[config.mk]
export PLATFORM = sky130hd
export DESIGN_NAME = sorted_timer_queue
export DESIGN_NICKNAME = d
export VERILOG_FILES = /design/src/design/stq_pkg.sv /design/src/design/stq_cell.sv /design/src/design/sorted_timer_queue.sv
export SDC_FILE = /design/constraint.sdc
export NUM_CORES = 2
export LEC_CHECK = 0
export ABC_AREA = 0
export BUFFER_PORTS_ARGS = -buffer_cell sky130_fd_sc_hd__buf_2
export CAP_MARGIN = 20
export CORE_MARGIN = 10
export CORE_UTILIZATION = 37
export CTS_CLUSTER_SIZE = 14
export DETAILED_ROUTE_END_ITERATION = 10
export GPL_ROUTABILITY_DRIVEN = 0
export PLACE_DENSITY = 0.6
export SLEW_MARGIN = 20
export SYNTH_ARGS = -nofsm -noshare
export SYNTH_HDL_FRONTEND = slang
export SYNTH_HIERARCHICAL = 1
export SYNTH_SLANG_ARGS = --single-unit
[constraint.sdc]
create_clock -name clk -period 6.15 [get_ports clk]
set_clock_uncertainty 0.05 [all_clocks]
set_input_delay 1.23 -clock clk [delete_from_list [all_inputs] [get_ports clk]]
set_output_delay 1.23 -clock clk [all_outputs]
set_load 0.01 [all_outputs]
[src/design/stq_pkg.sv]
package stq_pkg;

  localparam int CAPACITY = 16;
  localparam int CNT_W    = $clog2(CAPACITY + 1);
  localparam int DELAY_W  = 16;
  localparam int TAG_W    = 16;
  localparam int STATUS_W = 2;
  localparam int PEND_W   = 5;

  localparam logic OP_ADD     = 1'b0;
  localparam logic OP_TIMEOUT = 1'b1;

  localparam logic [STATUS_W-1:0] ST_OK    = 2'd0;
  localparam logic [STATUS_W-1:0] ST_FULL  = 2'd1;
  localparam logic [STATUS_W-1:0] ST_EMPTY = 2'd2;

  // Command broadcast to every cell of the chain.
  typedef struct packed {
    logic               insert;
    logic               shift;
    logic [DELAY_W-1:0] new_delay;
    logic [TAG_W-1:0]   new_tag;
  } cell_cmd_t;

endpackage

[src/design/stq_cell.sv]
module stq_cell
  import stq_pkg::*;
(
  input  logic               clk,
  input  cell_cmd_t          cmd,
  input  logic               occupied,
  input  logic               left_gt,
  input  logic [DELAY_W-1:0] left_delay,
  input  logic [TAG_W-1:0]   left_tag,
  input  logic [DELAY_W-1:0] right_delay,
  input  logic [TAG_W-1:0]   right_tag,
  output logic [DELAY_W-1:0] delay_r,
  output logic [TAG_W-1:0]   tag_r,
  output logic               gt
);

  logic [DELAY_W-1:0] delay_nxt;
  logic [TAG_W-1:0]   tag_nxt;

  // Strictly greater keeps equal delays in arrival order.
  assign gt = occupied && (delay_r > cmd.new_delay);

  always_comb begin
    delay_nxt = delay_r;
    tag_nxt   = tag_r;
    if (cmd.insert) begin
      if (left_gt) begin
        delay_nxt = left_delay;
        tag_nxt   = left_tag;
      end else if (gt || !occupied) begin
        // This is the insertion slot; free cells further right take it too
        // but stay unoccupied.
        delay_nxt = cmd.new_delay;
        tag_nxt   = cmd.new_tag;
      end
    end else if (cmd.shift) begin
      delay_nxt = right_delay;
      tag_nxt   = right_tag;
    end
  end

  always_ff @(posedge clk) begin
    delay_r <= delay_nxt;
    tag_r   <= tag_nxt;
  end

endmodule

[src/design/sorted_timer_queue.sv]
// Sorted timer queue: holds up to CAPACITY pending timers ordered by delay.
// Input channel (in_valid/in_ready): in_operation selects add (with
// in_delay_seconds and in_tag) or timeout of the front timer.
// Result channel (out_valid/out_ready): one result item per input item with
// the delay to arm the timer with, the expired tag on timeout, a status code
// (ok, add rejected because full, timeout while empty) and the pending count.
// Each cell of the chain compares its delay with the new one and takes its
// left neighbor's entry, the new entry, or its right neighbor's entry, so an
// insertion or removal completes in the cycle the item is accepted.
// The result is registered and valid in the cycle after acceptance.
// Throughput: one item per cycle while out_ready is high; the output register
// holds a stalled result, and in_ready drops until it is taken.
// Reset clears the pending count and the output valid; entry contents need
// no reset since only occupied cells are ever read.
module sorted_timer_queue
  import stq_pkg::*;
(
  input  logic                clk,
  input  logic                rst_n,
  input  logic                in_valid,
  output logic                in_ready,
  input  logic                in_operation,
  input  logic [DELAY_W-1:0]  in_delay_seconds,
  input  logic [TAG_W-1:0]    in_tag,
  output logic                out_valid,
  input  logic                out_ready,
  output logic                out_arm_valid,
  output logic [DELAY_W-1:0]  out_arm_seconds,
  output logic                out_expired_valid,
  output logic [TAG_W-1:0]    out_expired_tag,
  output logic [STATUS_W-1:0] out_status,
  output logic [PEND_W-1:0]   out_pending_count
);

  logic [DELAY_W-1:0] cell_delay [CAPACITY];
  logic [TAG_W-1:0]   cell_tag   [CAPACITY];
  logic               cell_gt    [CAPACITY];

  logic [CNT_W-1:0]   count_r, count_nxt;
  logic               out_valid_r;
  logic               arm_valid_r;
  logic [DELAY_W-1:0] arm_seconds_r;
  logic               exp_valid_r;
  logic [TAG_W-1:0]   exp_tag_r;
  logic [STATUS_W-1:0] status_r;
  logic [PEND_W-1:0]  pend_r;

  logic               accept, is_full, is_empty;
  cell_cmd_t          cmd;
  logic               res_arm_valid, res_exp_valid;
  logic [DELAY_W-1:0] res_arm_seconds;
  logic [TAG_W-1:0]   res_exp_tag;
  logic [STATUS_W-1:0] res_status;

  assign in_ready = !out_valid_r || out_ready;
  assign accept   = in_valid && in_ready;
  assign is_full  = (count_r == CNT_W'(CAPACITY));
  assign is_empty = (count_r == '0);

  assign cmd.insert    = accept && (in_operation == OP_ADD) && !is_full;
  assign cmd.shift     = accept && (in_operation == OP_TIMEOUT) && !is_empty;
  assign cmd.new_delay = in_delay_seconds;
  assign cmd.new_tag   = in_tag;

  genvar i;
  generate
    for (i = 0; i < CAPACITY; i++) begin : g_cell
      logic               l_gt;
      logic [DELAY_W-1:0] l_delay, r_delay;
      logic [TAG_W-1:0]   l_tag, r_tag;
      if (i == 0) begin : g_first
        assign l_gt    = 1'b0;
        assign l_delay = '0;
        assign l_tag   = '0;
      end else begin : g_mid
        assign l_gt    = cell_gt[i-1];
        assign l_delay = cell_delay[i-1];
        assign l_tag   = cell_tag[i-1];
      end
      if (i == CAPACITY - 1) begin : g_last
        assign r_delay = cell_delay[i];
        assign r_tag   = cell_tag[i];
      end else begin : g_inner
        assign r_delay = cell_delay[i+1];
        assign r_tag   = cell_tag[i+1];
      end
      stq_cell u_cell (
        .clk         (clk),
        .cmd         (cmd),
        .occupied    (count_r > CNT_W'(i)),
        .left_gt     (l_gt),
        .left_delay  (l_delay),
        .left_tag    (l_tag),
        .right_delay (r_delay),
        .right_tag   (r_tag),
        .delay_r     (cell_delay[i]),
        .tag_r       (cell_tag[i]),
        .gt          (cell_gt[i])
      );
    end
  endgenerate

  always_comb begin
    count_nxt       = count_r;
    res_arm_valid   = 1'b0;
    res_arm_seconds = '0;
    res_exp_valid   = 1'b0;
    res_exp_tag     = '0;
    res_status      = ST_OK;
    if (in_operation == OP_ADD) begin
      if (is_full) begin
        res_status = ST_FULL;
      end else begin
        count_nxt     = count_r + CNT_W'(1);
        res_arm_valid = 1'b1;
        // The new entry becomes the front when it is strictly smallest.
        if (is_empty || cell_gt[0]) begin
          res_arm_seconds = in_delay_seconds;
        end else begin
          res_arm_seconds = cell_delay[0];
        end
      end
    end else begin
      if (is_empty) begin
        res_status = ST_EMPTY;
      end else begin
        count_nxt     = count_r - CNT_W'(1);
        res_exp_valid = 1'b1;
        res_exp_tag   = cell_tag[0];
        if (count_r > CNT_W'(1)) begin
          res_arm_valid   = 1'b1;
          res_arm_seconds = cell_delay[1];
        end
      end
    end
  end

  always_ff @(posedge clk) begin
    if (!rst_n) begin
      count_r     <= '0;
      out_valid_r <= 1'b0;
    end else begin
      if (accept) begin
        count_r     <= count_nxt;
        out_valid_r <= 1'b1;
      end else if (out_ready) begin
        out_valid_r <= 1'b0;
      end
    end
  end

  always_ff @(posedge clk) begin
    if (accept) begin
      arm_valid_r   <= res_arm_valid;
      arm_seconds_r <= res_arm_seconds;
      exp_valid_r   <= res_exp_valid;
      exp_tag_r     <= res_exp_tag;
      status_r      <= res_status;
      pend_r        <= PEND_W'(count_nxt);
    end
  end

  assign out_valid         = out_valid_r;
  assign out_arm_valid     = arm_valid_r;
  assign out_arm_seconds   = arm_seconds_r;
  assign out_expired_valid = exp_valid_r;
  assign out_expired_tag   = exp_tag_r;
  assign out_status        = status_r;
  assign out_pending_count = pend_r;

endmodule

; Word level (Yosys, flattened, before mapping)
; Cells that the tools add are included.
[totals]
reg_bits = 559
input_bits = 37
out_inout_bits = 43
[classes]
magnitude_cmp = 32
bitwise_logic = 1
mux = 140
n_reduce_logical = 79
eq_ne = 16
add_sub_neg = 2
[ops]
columns = cell, n
row1 = two-way mux 16 bit, 127
row2 = > comparator 16 bit, 16
row3 = != test 3 x 1 -> 1 bit (second input constant), 14
row4 = > comparator 5 x 4 -> 1 bit (second input constant), 8
row5 = AND reduction 2 bit, 16
row6 = logical AND 1 bit, 21
row7 = > comparator 5 x 3 -> 1 bit (second input constant), 4
row8 = zero test 1 bit, 19
row9 = logical OR 1 bit, 18
row10 = two-way mux 5 bit, 3
row11 = > comparator 5 x 1 -> 1 bit (second input constant), 2
row12 = > comparator 5 x 2 -> 1 bit (second input constant), 2
row13 = two-way mux 1 bit, 8
row14 = nonzero test 2 bit, 3
row15 = adder 5 x 1 -> 5 bit (second input constant), 1
row16 = equality test 5 bit (second input constant), 1
row17 = zero test 5 bit, 1
row18 = subtractor 5 x 1 -> 5 bit (second input constant), 1
row19 = two-way mux 2 bit, 2
row20 = != test 2 x 1 -> 1 bit (second input constant), 1
row21 = OR reduction 2 bit, 1
row22 = inverter 1 bit, 1

; Longest topological paths before layout
[logic_depth]
ltp_word = 7
depth_mapped = 13
depth_no_buf = 11

; Modules after synthesis
; The synthesis kept the hierarchy.
[modules_own_cells]
columns = mod, instances, area_each_um2, cells_per_inst, seq_area_each_um2
row1 = stq_cell (g_cell[0].u_cell ...), 13, 2053.2, 203, 960.9
row2 = stq_cell (g_cell[7].u_cell ...), 3, 2057.0, 201, 960.9
row3 = sorted_timer_queue, 1, 2572.5, 216, 1351.3

; Worst setup path after synthesis
; Ideal clock, no wire load.
[synth_timing]
path_type = input to register
start = in in_operation
end = reg g_cell[7].u_cell.delay_r[0], enable pin
required_ns = 5.675
stages = 8
t_arrival_ns = 5.307
setup_slack_ns = 0.367
path_cell_list = clkbuf_1 > or2_1 > buf_2 > buf_2 > nor2_1 > clkbuf_1 > nand2_1 > o21ai_1
[synth_rtl]
columns = item, line
row1 = "start, declared", sorted_timer_queue.sv:22  ; input logic in_operation,
row2 = "end signal, assigned", stq_cell.sv:43  ; delay_r <= delay_nxt;
row3 = "end, declared", stq_cell.sv:12  ; output logic [DELAY_W-1:0] delay_r,

; Final worst setup path
[layout_timing]
start = reg count_r[1]
end = reg g_cell[15].u_cell.tag_r[15], data pin
[layout_via]
elab_chain_len = 3
[layout_rtl]
columns = item, line
row1 = "start, declared", sorted_timer_queue.sv:39  ; logic [CNT_W-1:0] count_r, count_nxt;
row2 = "start signal, assigned", sorted_timer_queue.sv:144  ; count_r <= count_nxt;
row3 = > comparator 5 x 4 -> 1 bit, sorted_timer_queue.sv:90  ; .occupied (count_r > CNT_W'(i)),
row4 = logical AND 1 bit, stq_cell.sv:21  ; assign gt = occupied && (delay_r > cmd.new_delay);
row5 = two-way mux 16 bit, stq_cell.sv:27  ; if (left_gt) begin
row6 = "end signal, assigned", stq_cell.sv:44  ; tag_r <= tag_nxt;
row7 = "end, declared", stq_cell.sv:13  ; output logic [TAG_W-1:0] tag_r,
; Every way passes these cells.
; A chain may end at the register's enable or synchronous reset.

==> results.json <==
{
  "dieHeight_um": 329,
  "finalWirelength_mm": 84.1,
  "tightestPinTransition_ns": 1.06,
  "setup_slack_ns": 1.43,
  "slew-limit-headroom": 0.290,
  "numCtsBuffers": 68,
  "crit_chain": "inv_1 -> ha_1 -> and4bb_2 -> or2_1 -> nor2_4 -> buf_12 -> buf_12 -> a21oi_1",
  "cts_hold_buf": 0,
  "num-fill-cells": 9148,
  "status": "complete, no violations",
  "worstPathRequired_ns": 6.41,
  "top_level_ports": 80,
  "num_vias": 24676,
  "post_drt_wl_per_cell_um": 17.3,
  "cp-start-kind": "flip-flop",
  "antenna_found_initial": 7,
  "post_cts_buffers": 0,
  "grt_start_max_net_pins": 227,
  "grt_first_pass_wirelength_mm": 134,
  "drt-vias-per-instance": 5.09,
  "power_leakage_uw": 0.0151,
  "drt.antenna.violating_nets": 0,
  "worst_ir_drop_vdd_mv": 0.168,
  "clk_transition_reported_paths_ns": 0.06,
  "fin_crit_ns": 4.72,
  "die-area_um2": 109000,
  "syn_avg_cell_area_um2": 10.3,
  "cp.arrival_ns": 4.98,
  "clock_path_buffers": 3,
  "dp_slack_ns": 1.04,
  "grt_pass1_vias": 24125,
  "max_freq_ghz": 0.212,
  "cts_resized": 0,
  "drc_errors": 0,
  "cp_top_family": "simple AND/OR/NAND/NOR gates",
  "crit_start": "count_r[1]$_SDFFE_PN0N_",
  "syn_to_final_growth_pct": 12.3,
  "overflow": 0,
  "min_from": "g_cell[8].u_cell/tag_r[0]$_DFFE_PP_",
  "drt_iter0_drc": 1783,
  "hpwl_mm": 62.0,
  "cpMostUsedCell": "buf_12",
  "slew_viol_final": 0,
  "rows": 113,
  "max_cap_viol_count": 0,
  "critPathMaxFanout": 226,
  "grt.total_usage": 0.151,
  "setup_viol": 0,
  "whs_ns": 0.542,
  "cts_tree": "done",
  "htreeDepth": 3,
  "r2r_start": "count_r[1]$_SDFFE_PN0N_",
  "core-area_um2": 95000,
  "initial_core_util": 0.373,
  "hold_class": "flip-flop to flip-flop",
  "ys.warnings.count": 6,
  "final_core_utilization": 0.419,
  "clock-sinks": 559,
  "cp-end-kind": "flip-flop",
  "crit_slowest_cell": "nor2_4",
  "syn-instance-count": 3455,
  "slowest_delay_ns": 0.77,
  "insertion_delay_ns": 0.61,
  "path_class": "flip-flop to flip-flop",
  "drt_pass1_iterations": 5,
  "layout-drive-gt1-share": 0.0986,
  "fin_nets": 3829,
  "port-buffer-count": 79,
  "finalSetupTns_ns": 0,
  "cp_num_buf_inv": 3,
  "powerDensity_nw_per_um2": 290,
  "dieWidth_um": 329,
  "rsz0062_at_grt": "no",
  "period_share": 0.767,
  "syn_area_um2": 35400,
  "finalHoldViolations": 0,
  "clock_tree.root_cell": "clkbuf_16"
}
placed cells by master (no fill, tap or decap), types with 13 or more instances in the layout:
cell       count
nand4_2       16
nor4_1        28
nand3_1       16
clkbuf_16     69
nand3b_1      18
inv_1        265
a21boi_2      16
and2_1        15
nor2_1       551
and3_1        17
ha_1         262
buf_2         79
o21ai_0       46
nand4_1       29
a21o_2        13
buf_4         74
o22ai_1       14
nor2b_1       22
conb_1        33
nor3_1        22
a2111oi_0     13
edfxtp_1     553
nand2_1       92
nor4b_1       13
clkbuf_1      18
or3_1         14
a21oi_1      602
nor2_4        21
mux2i_1      530
final cells by class:
| type | instances | area (um^2) | share of cell area |
|---|---|---|---|
| diodes | 1 | 2.50 | 0.0000629 |
| repair buffers | 164 | 1190 | 0.0300 |
| clock buffers | 89 | 1820 | 0.0458 |
| flip-flops and latches | 559 | 16700 | 0.421 |
| multi-input cells | 2470 | 17200 | 0.433 |
| inverters | 267 | 1010 | 0.0253 |
| clock inverters | 31 | 231 | 0.00582 |
| well taps | 1265 | 1580 | 0.0398 |
power breakdown:
part	internal (uW)	leakage, uW	switching (uW)
clock network	2170	0.00100	1610
registers	4910	0.00524	340
logic	954	0.00884	1540
total	8040	0.0151	3490
flip-flops by register name (all words and copies together) (netlist names):
name                   count
g_cell.u_cell/delay_r    256
g_cell.u_cell/tag_r      256
out_arm_seconds           16
out_expired_tag           16
count_r                    5
out_pending_count          5
out_status                 2
out_arm_valid              1
out_expired_valid          1
out_valid                  1
worst register-to-register path: stages, from the launching register on:
cell and delay, ns:
dfxtp_1 0.58, inv_1 0.26, ha_1 0.30, and4bb_2 0.27
or2_1 0.59, nor2_4 0.78, buf_12 0.50, buf_12 0.62
a21oi_1 0.47
metal layers:
layer / up-vias / global-route usage / share of wire
li1: 12733 / - / -
met1: 11273 / 0.214 / 0.49
met2: 496 / 0.235 / 0.43
met3: 160 / 0.0227 / 0.045
met4: 14 / 0.0459 / 0.030
met5: - / 0 / 0.0012
path summary, 6_finish.rpt:
kind                                                               to  slack, ns  depth (start not counted)
worst max-delay path            g_cell[15].u_cell/tag_r[15]$_DFFE_PP_       1.43                          8
worst min-delay path              g_cell[7].u_cell/tag_r[0]$_DFFE_PP_       0.54                          2
worst max register to register  g_cell[15].u_cell/tag_r[15]$_DFFE_PP_       1.43                          8
worst min register to register    g_cell[7].u_cell/tag_r[0]$_DFFE_PP_       0.54                          2
metrics by stage:
| step | std cells | power, uW | area [um^2] |
|---|---|---|---|
| finish | 4846 | 11500 | 39800 |
| CTS | 4842 | 11600 | 39700 |
| global route | 4845 | 12100 | 39800 |
| floorplan | 3487 | 7010 | 35500 |
| global placement | 4722 | 7730 | 37600 |
| detailed placement | 4722 | 7800 | 37600 |
(Power assumes the default switching activity.)
